[src/rtl/core/bpc_pkg.sv]
// ----------------------------------------------------------------------------
// bpc_pkg
// Shared types, constants and register codes for the barometric pressure and
// temperature compensation pipeline.
// ----------------------------------------------------------------------------
`default_nettype none

package bpc_pkg;

	typedef enum logic [1:0] {
		CFG_CAL_A   = 2'd0,
		CFG_CAL_B   = 2'd1,
		CFG_CAL_C   = 2'd2,
		CFG_OSS     = 2'd3
	} cfg_reg_t;

	typedef struct packed {
		logic [15:0] raw_temp;
		logic [18:0] raw_pressure;
	} in_word_t;

	typedef struct packed {
		logic signed [12:0] temp_tenths;
		logic [17:0]        pressure_pa;
		logic               divide_error;
	} out_word_t;

	// one restoring divide step: dividend bits shift out the top, quotient in the bottom
	typedef struct packed {
		logic [31:0] num;
		logic [19:0] den;
		logic [19:0] rem;
	} div_t;

	localparam int NUM_CELLS = 32;

	localparam int ST_S1   = 0;
	localparam int ST_S2   = 1;
	localparam int ST_T0   = 2;
	localparam int ST_S3   = ST_T0 + NUM_CELLS;
	localparam int ST_S4   = ST_S3 + 1;
	localparam int ST_S5   = ST_S4 + 1;
	localparam int ST_S6   = ST_S5 + 1;
	localparam int ST_S7   = ST_S6 + 1;
	localparam int ST_S8   = ST_S7 + 1;
	localparam int ST_S9   = ST_S8 + 1;
	localparam int ST_P0   = ST_S9 + 1;
	localparam int ST_S10  = ST_P0 + NUM_CELLS;
	localparam int ST_S11  = ST_S10 + 1;
	localparam int ST_S12  = ST_S11 + 1;
	localparam int ST_OUT  = ST_S12 + 1;
	localparam int NUM_ST  = ST_OUT + 1;

	localparam logic signed [29:0] B6_OFFSET   = 30'sd4000;
	localparam logic [31:0]        B7_SCALE    = 32'd50000;
	localparam logic [31:0]        B4_BIAS     = 32'd32768;
	localparam logic [35:0]        P_SQ_COEF   = 36'd3038;
	localparam logic signed [46:0] P_LIN_COEF  = -47'sd7357;
	localparam logic signed [46:0] P_OFFSET    = 47'sd3791;
	localparam logic signed [25:0] T_MIN       = -26'sd4096;
	localparam logic signed [25:0] T_MAX       = 26'sd4095;
	localparam logic signed [47:0] P_MAX       = 48'sd262143;

endpackage

`default_nettype wire

[src/rtl/core/bpc_div_cell.sv]
// ----------------------------------------------------------------------------
// bpc_div_cell
// One restoring division step: takes one dividend bit into the partial
// remainder, emits one quotient bit, hands the word to the next cell.
// ----------------------------------------------------------------------------
`default_nettype none

module bpc_div_cell (
	input  wire logic          clk,
	input  wire logic          load,
	input  wire bpc_pkg::div_t d,
	output bpc_pkg::div_t      q
);

	logic [20:0] rem_sh;
	logic [20:0] den_x;
	logic        ge;
	logic [20:0] diff;

	assign rem_sh = {d.rem, d.num[31]};
	assign den_x  = {1'b0, d.den};
	assign ge     = (rem_sh >= den_x);
	assign diff   = rem_sh - den_x;

	always_ff @(posedge clk) begin
		if (load) begin
			q.num <= {d.num[30:0], ge};
			q.den <= d.den;
			q.rem <= ge ? diff[19:0] : rem_sh[19:0];
		end
	end

endmodule

`default_nettype wire

[config.mk]
export PLATFORM = sky130hd
export DESIGN_NAME = bpc_div_cell
export DESIGN_NICKNAME = d
export VERILOG_FILES = /design/src/rtl/core/bpc_pkg.sv /design/src/rtl/core/bpc_div_cell.sv
export SDC_FILE = /design/constraint.sdc
export NUM_CORES = 1
export LEC_CHECK = 0
export ABC_AREA = 1
export BUFFER_PORTS_ARGS = -buffer_cell sky130_fd_sc_hd__buf_4
export CAP_MARGIN = 40
export CORE_MARGIN = 2
export CORE_UTILIZATION = 50
export CTS_BUF_LIST = sky130_fd_sc_hd__clkbuf_16
export DETAILED_ROUTE_END_ITERATION = 10
export GPL_TIMING_DRIVEN = 0
export PLACE_DENSITY = 0.8
export SLEW_MARGIN = 20
export SYNTH_ARGS = -nofsm -noshare
export SYNTH_HDL_FRONTEND = slang
export SYNTH_SLANG_ARGS = --single-unit
[constraint.sdc]
create_clock -name clk -period 3.6 [get_ports clk]
set_input_delay 0.72 -clock clk [delete_from_list [all_inputs] [get_ports clk]]
set_output_delay 0.72 -clock clk [all_outputs]
set_load 0.01 [all_outputs]
==> metrics, run 1 <==
status=completed; area share of fa/ha/maj cells after synthesis=0.0712; vias per inst=between 4 and 5; Yosys warning count=0; global-route wire length before repair=about 15000 um; CTS Root Buffer Type=clkbuf_16; mux cell area share after synthesis=0; number of distinct library cells after synthesis=25; Die Height=roughly 91 um; H-tree depth=3; CTS Buffer Depth=2; shortest period the worst path allows=about 2.3 ns; biggest regs=q (72); CP required=approximately 3.7 ns; synth top area cells=edfxtp_1, nand2_1, inv_1, ha_1, nand3_1; area delta synth->final=40.4%; hold depth=1; routability cong.=0.921; Initial Util=0.521; Psw=between 600 and 700 uW; gr busiest metal=met2; Biggest register=q; ys async rst share=0; EDFF count, synth=between 70 and 80; Power Total=between 2000 and 2500 uW; crit-path max FO=3; Yosys reg bits=72; Main synth FF type=edfxtp_1; Post-Place Cell Area=5010 um2; P_leak=0.00266 uW; CP startpoint kind=primary input; Synth Area in XOR/XNOR=0.0208; hpwl dp=between 7000 and 8000 um; vias in the first global route=3067; PD cells=roughly 460 nW/um2; commonest non-fill, non-tap cell in the layout=buf_4; Setup TNS Final=0 ns; Hold Vio Cnt, Final=0; slowest CP cell=fa_1; Hold Path Class=primary input to flop; M3 GR Usage=0.0689; worst-path cell chain=buf_4, ha_1, fa_1, inv_1, nand3_1, nand3_1, nand2_1, nand2_1, nand2_1, nand2_1, nand2_1, nand3_1, nand2_1; Sequential Power Share=0.426; hold_sp=d[43]; worst path buffer plus inverter count=2; Hold Path End=q[44]; die area=between 8000 and 9000 um2; most used cell, CP=nand2_1; most frequent cells in the layout=buf_4, nand2_1, edfxtp_1, inv_1; largest net degree at the start of global routing=73; RSZ-0062 raised after global routing=no; die width=91.2 um; grt total ovfl=0; Worst EP arrival=2.37 ns; DRC=0; Comb power frac=0.215; Worst path max stage delay=0.41 ns; Setup CP Type=primary input to flop; Seq/Total Area, Yosys=0.569; fin area=5330 um2; GRT Total Usage=0.229; CP endpoint kind=flop; hold buffers post-CTS=0; Final Max Slew Viols=0; DR WL/cell=between 10 and 15 um; post-synthesis compound-gate area fraction=0.0293; initial DRC count=around 120; Post-Syn Instances=roughly 410; Clk network pwr share=0.359; DRT Wirelength=just over 9000 um; fmax=roughly 0.44 GHz; vias=approximately 3200; met1 GRT Util=0.272; grt met2 use=0.408; Detailed Routing Iterations Pass 1=4; setup bufs post-CTS=0; sw frac=0.265; Worst-Margin Slew=0.284 ns; Core Box Area=about 7300 um2; P_int=between 1500 and 2000 uW; family with the most delay on the worst path=simple AND/OR/NAND/NOR gates; top cell type's share of synthesized area=0.569; # nets final=between 600 and 700; maximum vdd drop=0.250 mV; fraction of layout cells with a size suffix above 1=0.310; IO buf count=145; CTS tree=yes; Mean Syn Cell Area=between 9 and 10 um2; max_slew headroom=0.810; CTS clk-pin slew, worst paths=roughly 0.060 ns; antenna viol nets, final=0; max cap viols=0; # diodes=0; Post-CTS Resized=0; antenna violations before repair=0; largest family of logic cells by synthesized area=simple AND/OR/NAND/NOR gates; period utilisation layout=0.635; Net Count, Synth=approximately 500; CTS sink cnt=a little over 70; Yosys top cell by area=edfxtp_1; Core Rows=31; max reg flops=72; post-synthesis cell area=3800 um2; simple-gate portion of the synthesized area=0.235; CTS Buf Count=9; io pins=about 150; final setup fails=0
-- power groups by stage --
stage	registers, uW	clock network (uW)	logic, uW
finish	1050	883	528
global route	1050	933	585
CTS	1050	898	529
detailed placement	1070	0	526
global placement	1060	0	514
floorplan	1110	0	221
-- per-stage QoR --
stage                     hold WS (ns)  setup WS [ns]  utilization  cells
after global placement           0.898          0.997        0.687    650
after floorplan                  0.819           1.35            -    406
after CTS                        0.556           1.30        0.727    665
final                            0.562           1.31        0.731    666
after global routing             0.548           1.12        0.731    666
after detailed placement         0.899          0.948        0.687    650
-- worst max-delay path by stage --
stage                from  endpoint  slack [ns]  depth (start not counted)
floorplan           d[71]     q[16]        1.35                         13
global placement    d[20]     q[16]         1.0                         13
detailed placement  d[20]     q[16]        0.95                         13
CTS                 d[20]     q[16]        1.30                         13
global route        d[33]      q[8]        1.12                         15
finish              d[20]     q[16]        1.31                         13
-- kinds of logic after synthesis --
logic type | Yosys count
AND/OR/NAND/NOR | 213
XOR/XNOR | 9
adder cells (fa/ha/maj) | 21
flip-flops | 72
AO/OA/AOI/OAI | 20
buffers and inverters | 71
-- synth_stat cells, types with 2 or more instances --
cell type and n:
nand3b_1 5, nand2_2 6, a21oi_1 13, ha_1 20, o21bai_1 2, nand3_1 26
nor2_1 26, edfxtp_1 72, nand2_1 143, xor2_1 8, inv_1 67, buf_4 2
o21ai_0 3, nor3_1 2
-- layer usage --
layer	part of all wire	vias up
met3	0.073	6
met5	0	-
met4	0.0065	0
met2	0.51	120
li1	-	1627
met1	0.41	1450
-- cell type report --
class	count	area, um2
flip-flops and latches	72	2160
fillers	554	1960
multi-input cells	263	1350
repair buffers	146	1120
inverters	68	255
clock buffers	9	225
well taps	99	124
clock inverters	6	67.6
plain buffers	3	26.3
(Power assumes the default switching activity.)
==> inputs of run 2 (changes only) <==
Settings changed: ABC_AREA 1 to 0, CORE_UTILIZATION 50 to 48, PLACE_DENSITY 0.8 to 0.79.
Clock period 3.6 ns to 2.28 ns, I/O delays scaled along.
==> run 2 against run 1 <==
Net effect: combinational power increased by 73%; count of clock-buffer cells in the layout unchanged; design area about the same; largest cell class unchanged; largest power group unchanged.
==> metrics, run 2 <==
grt total ovfl=0 (unchanged); IO buf count=145 (unchanged); antenna violations before repair=0 (unchanged); max reg flops=72 (unchanged); ys async rst share=0 (unchanged); Final Max Slew Viols=0 (unchanged); status=completed (unchanged); most common cell in the netlist=edfxtp_1 (was nand2_1); top cells by count, synth=edfxtp_1, nand2_1, o21ai_0, inv_1, ha_1 (was nand2_1, edfxtp_1, inv_1, nand3_1, nor2_1); synth top area cells=edfxtp_1, ha_1, o21ai_0, nand2_1, xnor2_1 (was edfxtp_1, nand2_1, inv_1, ha_1, nand3_1); Main synth FF type=edfxtp_1 (unchanged); Post-Syn Instances=278 (was 406); Place WS=-0.436 ns (was 0.948 ns); CP startpoint kind=primary input (unchanged); fmax=~0.44 GHz; routability cong.=0.892 (was 0.921); Core Util, Final=0.747 (was 0.731); global-route wire length before repair=13000 um (was 14900 um); crit-path max FO=6 (was 3); number of distinct library cells after synthesis=40 (was 25); biggest regs=q (72) (unchanged); area delta synth->final=52.7% (was 40.4%); P_leak=0.00227 uW (was 0.00266 uW); Yosys top cell by area=edfxtp_1 (unchanged); Yosys reg bits=72 (unchanged); Hold Vio Cnt, Final=0 (unchanged); commonest non-fill, non-tap cell in the layout=buf_4 (unchanged); largest net degree at the start of global routing=73 (unchanged); CP endpoint=q[16] (unchanged); Core Rows=31 (unchanged); EDFF count, synth=72 (unchanged); top cell type's share of synthesized area=0.619 (was 0.569); initial DRC count=178 (was 124); CTS tree=yes (unchanged); slowest CP cell=a211oi_2 (was fa_1); worst-path cell chain=buf_4, inv_12, ha_4, a21o_1, a21oi_1, a21oi_4, a211oi_2, o21bai_1, xnor2_1, o21ai_0 (was buf_4, ha_1, fa_1, inv_1, nand3_1, nand3_1, nand2_1, nand2_1, nand2_1, nand2_1, nand2_1, nand3_1, nand2_1); max_slew headroom=0.742 (was 0.810); vias in the first global route=2712 (was 3067); post-synthesis cell area=3490 um2 (was 3800 um2); maximum vdd drop=0.417 mV (was 0.250 mV); CP endpoint kind=flop (unchanged); PD cells=742 nW/um2 (was 461 nW/um2); Hold Path Class=primary input to flop (unchanged); Worst-Margin Slew=0.388 ns (was 0.284 ns); # nets final=532 (was 658); io pins=146 (unchanged); Die Height=89.3 um (was 91.2 um); H-tree depth=3 (unchanged); Setup TNS Final=0 ns (unchanged); CTS Buffer Depth=2 (unchanged); Core Box Area=7140 um2 (was 7290 um2); vias per inst=5.22 (was 4.81); Seq/Total Area, Yosys=0.619 (was 0.569); Initial Util=0.489 (was 0.521); Net Count, Synth=373 (was 501); DRT Wirelength=9180 um (was 9280 um); Mean Syn Cell Area=12.6 um2 (was 9.35 um2); DRC=0 (unchanged); hpwl dp=6510 um (was 7110 um); die width=89.3 um (was 91.2 um); final setup fails=0 (unchanged); shortest period the worst path allows=2.25 ns; most frequent cells in the layout=buf_4, edfxtp_1, nand2_1, o21ai_0, inv_1 (was buf_4, nand2_1, edfxtp_1, inv_1); max cap viols=0 (unchanged); vias=2826 (was 3203); antenna viol nets, final=0 (unchanged); DR WL/cell=17.0 um (was 13.9 um); CTS clk-pin slew, worst paths=0.06 ns (about the same); Setup WS post-layout=0.0256 ns (was 1.31 ns); # diodes=0 (unchanged); CTS Buf Count=9 (unchanged); Worst Setup SP=d[24] (was d[20]); CTS Root Buffer Type=clkbuf_16 (unchanged); GRT Total Usage=0.218 (was 0.229); Detailed Routing Iterations Pass 1=4 (unchanged); CP required=2.34 ns (was 3.68 ns); Setup CP Type=primary input to flop (unchanged); CTS sink cnt=72 (unchanged); Power Total=3960 uW (was 2460 uW); period utilisation layout=0.989; Biggest register=q (unchanged); Yosys warning count=0 (unchanged); Worst EP arrival=2.32 ns (was 2.37 ns); die area=7970 um2 (was 8310 um2); fraction of layout cells with a size suffix above 1=0.482 (was 0.310); Worst path max stage delay=0.37 ns (was 0.41 ns)
-- run 2: worst min-delay path by stage --
stage           from  endpoint  slack (ns)  cells past startpoint
2_1_floorplan  d[20]     q[20]        0.55                      0
3_3_place_gp   d[60]     q[61]        0.63                      1
3_5_place_dp   d[60]     q[61]        0.64                      1
4_1_cts        d[67]     q[68]        0.29                      1
5_1_grt        d[67]     q[68]        0.29                      1
6_report       d[63]     q[64]        0.30                      1
-- run 2: layout make-up --
class | instances | area, um2
Sequential cell | 72 | 2160
Fill cell | 481 | 1800
Multi-Input combinational cell | 174 | 1440
Inverter | 24 | 108
Clock buffer | 9 | 225
Timing Repair Buffer | 150 | 1150
Clock inverter | 7 | 68.8
Buffer | 6 | 63.8
Tap cell | 99 | 124
-- run 2: cells by family after synthesis --
group,count (synthesis),synth area share
AO/OA/AOI/OAI,73,0.131
flip-flops,72,0.619
AND/OR/NAND/NOR,57,0.0724
buffers and inverters,32,0.0355
adder cells (fa/ha/maj),21,0.0774
XOR/XNOR,17,0.0426
multiplexers,6,0.0219
-- run 2: critical path, delay by kind of cell --
kind | cells | cell delay [ns]
fa+ha+maj | 1 | 0.25
buf+inv | 2 | 0.17
compound gates | 6 | 1.27
xor+xnor | 1 | 0.16
-- run 2: repair_timing --
action	CTS	global route
endpoints found under the setup margin	19	17
gates resized for setup	9	15
hold buffers	0	0
buffers inserted	0	4
pin swaps	2	10
-- run 2: per-stage QoR --
stage | hold WS [ns] | instance area [um2] | std cells
final | 0.298 | 5330 | 541
after CTS | 0.293 | 5230 | 538
after detailed placement | 0.635 | 4900 | 522
after global placement | 0.634 | 4900 | 522
after floorplan | 0.555 | 3690 | 278
after global routing | 0.291 | 5330 | 541
-- run 2: power breakdown --
part	internal, uW	switching (uW)
logic	466	448
clock network	846	538
registers	1620	38.0
total	2930	1020
-- run 2: per-layer routing --
layer	routed length, um	up-vias	global-route usage
met4	136	0	0.0678
li1	-	1344	-
met3	697	13	0.0508
met5	0	-	0
met1	3490	1347	0.259
met2	4860	122	0.393
==> inputs of run 3 (changes only) <==
Settings changed: CTS_BUF_LIST sky130_fd_sc_hd__clkbuf_16 to not set.
==> run 3 against run 2 <==
Net effect: combinational power down 2.4%; worst setup slack better by 0.048 ns; largest power group unchanged; die area unchanged; global-route usage down 0.61 points; first-iteration DRC count down 46%; final cell count up 0.37%; clock power down 28%; sequential cell count unchanged.
==> metrics, run 3 (synthesis gave the netlist of run 2 again) <==
Initial Util=0.489 (unchanged); vias=2770 (was 2826); Comb power frac=0.253 (was 0.231); vias per inst=5.10 (was 5.22); DR WL/cell=16.0 um (was 17.0 um); max_slew headroom=0.731 (was 0.742); PD cells=678 nW/um2 (was 742 nW/um2); hold buffers post-CTS=0 (unchanged); Psw=952 uW (was 1020 uW); antenna violations before repair=0 (unchanged); # nets final=534 (was 532); crit-path max FO=3 (was 6); biggest regs=q (72) (unchanged); global-route wire length before repair=12600 um (was 13000 um); die area=7970 um2 (unchanged); P_leak=0.00223 uW (was 0.00227 uW); fraction of layout cells with a size suffix above 1=0.477 (was 0.482); Worst-Margin Slew=0.404 ns (was 0.388 ns); CTS clk-pin slew, worst paths=0.08 ns (was 0.06 ns); max reg flops=72 (unchanged); Core Rows=31 (unchanged); GRT Total Usage=0.212 (was 0.218); Hold Path Class=primary input to flop (unchanged); final setup fails=0 (unchanged); fmax=0.453 GHz (was 0.444 GHz); antenna viol nets, final=0 (unchanged); Hold Vio Cnt, Final=0 (unchanged); P_int=2580 uW (was 2930 uW); IO buf count=145 (unchanged); CP endpoint kind=flop (unchanged); sw frac=0.269 (was 0.259); Detailed Routing Iterations Pass 1=4 (unchanged); CTS Buffer Depth=2 (unchanged); io pins=146 (unchanged); Clk network pwr share=0.280 (was 0.350); die width=89.3 um (unchanged); status=completed (unchanged); initial DRC count=96 (was 178); area delta synth->final=49.4% (was 52.7%); CTS sink cnt=72 (unchanged); Final Max Slew Viols=0 (unchanged); # diodes=0 (unchanged); routability cong.=0.892 (unchanged); commonest non-fill, non-tap cell in the layout=buf_4 (unchanged); H-tree depth=3 (unchanged); RSZ-0062 raised after global routing=yes; Biggest register=q (unchanged); CTS Buf Count=9 (unchanged); family with the most delay on the worst path=compound AO/OA/AOI/OAI gates (unchanged); Core Box Area=7140 um2 (unchanged); most frequent cells in the layout=buf_4, edfxtp_1, nand2_1, o21ai_0, inv_1 (unchanged); slowest CP cell=fa_2 (was a211oi_2); hpwl dp=6510 um (unchanged); shortest period the worst path allows=2.21 ns (was 2.25 ns); max cap viols=0 (unchanged); maximum vdd drop=0.324 mV (was 0.417 mV); Worst path max stage delay=0.37 ns (about the same); Die Height=89.3 um (unchanged); Setup CP Type=primary input to flop (unchanged); Worst EP arrival=2.31 ns (was 2.32 ns); worst path buffer plus inverter count=2 (unchanged); DRC=0 (unchanged); period utilisation layout=0.968 (was 0.989); CP startpoint kind=primary input (unchanged); CTS tree=yes (unchanged); Hold Slack=0.276 ns (was 0.298 ns); Sequential Power Share=0.468 (was 0.419); Power Total=3540 uW (was 3960 uW); fillcell total=515 (was 481); vias in the first global route=2655 (was 2712); CP required=2.39 ns (was 2.34 ns); grt total ovfl=0 (unchanged); CTS Root Buffer Type=clkbuf_8 (was clkbuf_16); worst-path cell chain=buf_6, inv_4, ha_4, fa_2, nor2b_2, o2111ai_2, a21oi_2, nor2_4, mux2i_1, o211ai_1, mux2_4 (was buf_4, inv_12, ha_4, a21o_1, a21oi_1, a21oi_4, a211oi_2, o21bai_1, xnor2_1, o21ai_0); largest net degree at the start of global routing=73 (unchanged); DRT Wirelength=8670 um (was 9180 um)
## run 3: cell count changes in the layout (fill, tap and decap cells not counted), moves of 2 or more
cell	previous run	this run
clkbuf_8	3	13
clkbuf_16	9	0
buf_4	152	148
clkbuf_4	0	3
buf_6	0	2
## run 3: metal layers
metal,wire (um),vias up,global-route usage
li1,-,1347,-
met1,3290,1307,0.241
met2,4520,105,0.375
met3,705,11,0.0720
met4,156,0,0.0706
met5,0,-,0
## run 3: per-stage QoR
step	cells	utilization	setup slack (ns)	TNS, ns	area (um2)
final	543	0.731	0.0739	0	5220
after detailed placement	522	0.686	-0.436	-7.51	4900
after global routing	543	0.731	-0.0290	-0.0458	5220
after global placement	522	0.686	-0.413	-7.09	4900
after floorplan	278	-	-0.0544	-0.187	3690
after CTS	539	0.716	0.0327	0	5110
## run 3: timing repair
action | in CTS | in global routing
gates resized for setup | 2 | 16
pin swaps | 0 | 7
setup endpoints to repair | 7 | 19
buffers inserted | 1 | 4
## run 3: cell type report
type | instances | area, um2 | area share
clock buffer | 9 | 124 | 0.0237
tap | 99 | 124 | 0.0237
buffer | 7 | 77.6 | 0.0149
multi-input combinational | 174 | 1400 | 0.269
sequential | 72 | 2160 | 0.414
inverter | 24 | 108 | 0.0206
timing repair buffer | 151 | 1150 | 0.221
clock inverter | 7 | 68.8 | 0.0132
## run 3: worst paths after layout
| kind | startpoint | to | slack (ns) | depth (start not counted) |
|---|---|---|---|---|
| worst min-delay path | d[67] | q[68] | 0.28 | 1 |
| worst max-delay path | d[71] | q[12] | 0.07 | 11 |
## run 3: power by group through the flow
stage               Clock, uW  Sequential, uW  Combinational, uW
floorplan                   0            1760                369
global placement            0            1680                830
detailed placement          0            1690                852
CTS                      1010            1660                863
global route             1050            1670                973
finish                    989            1650                893
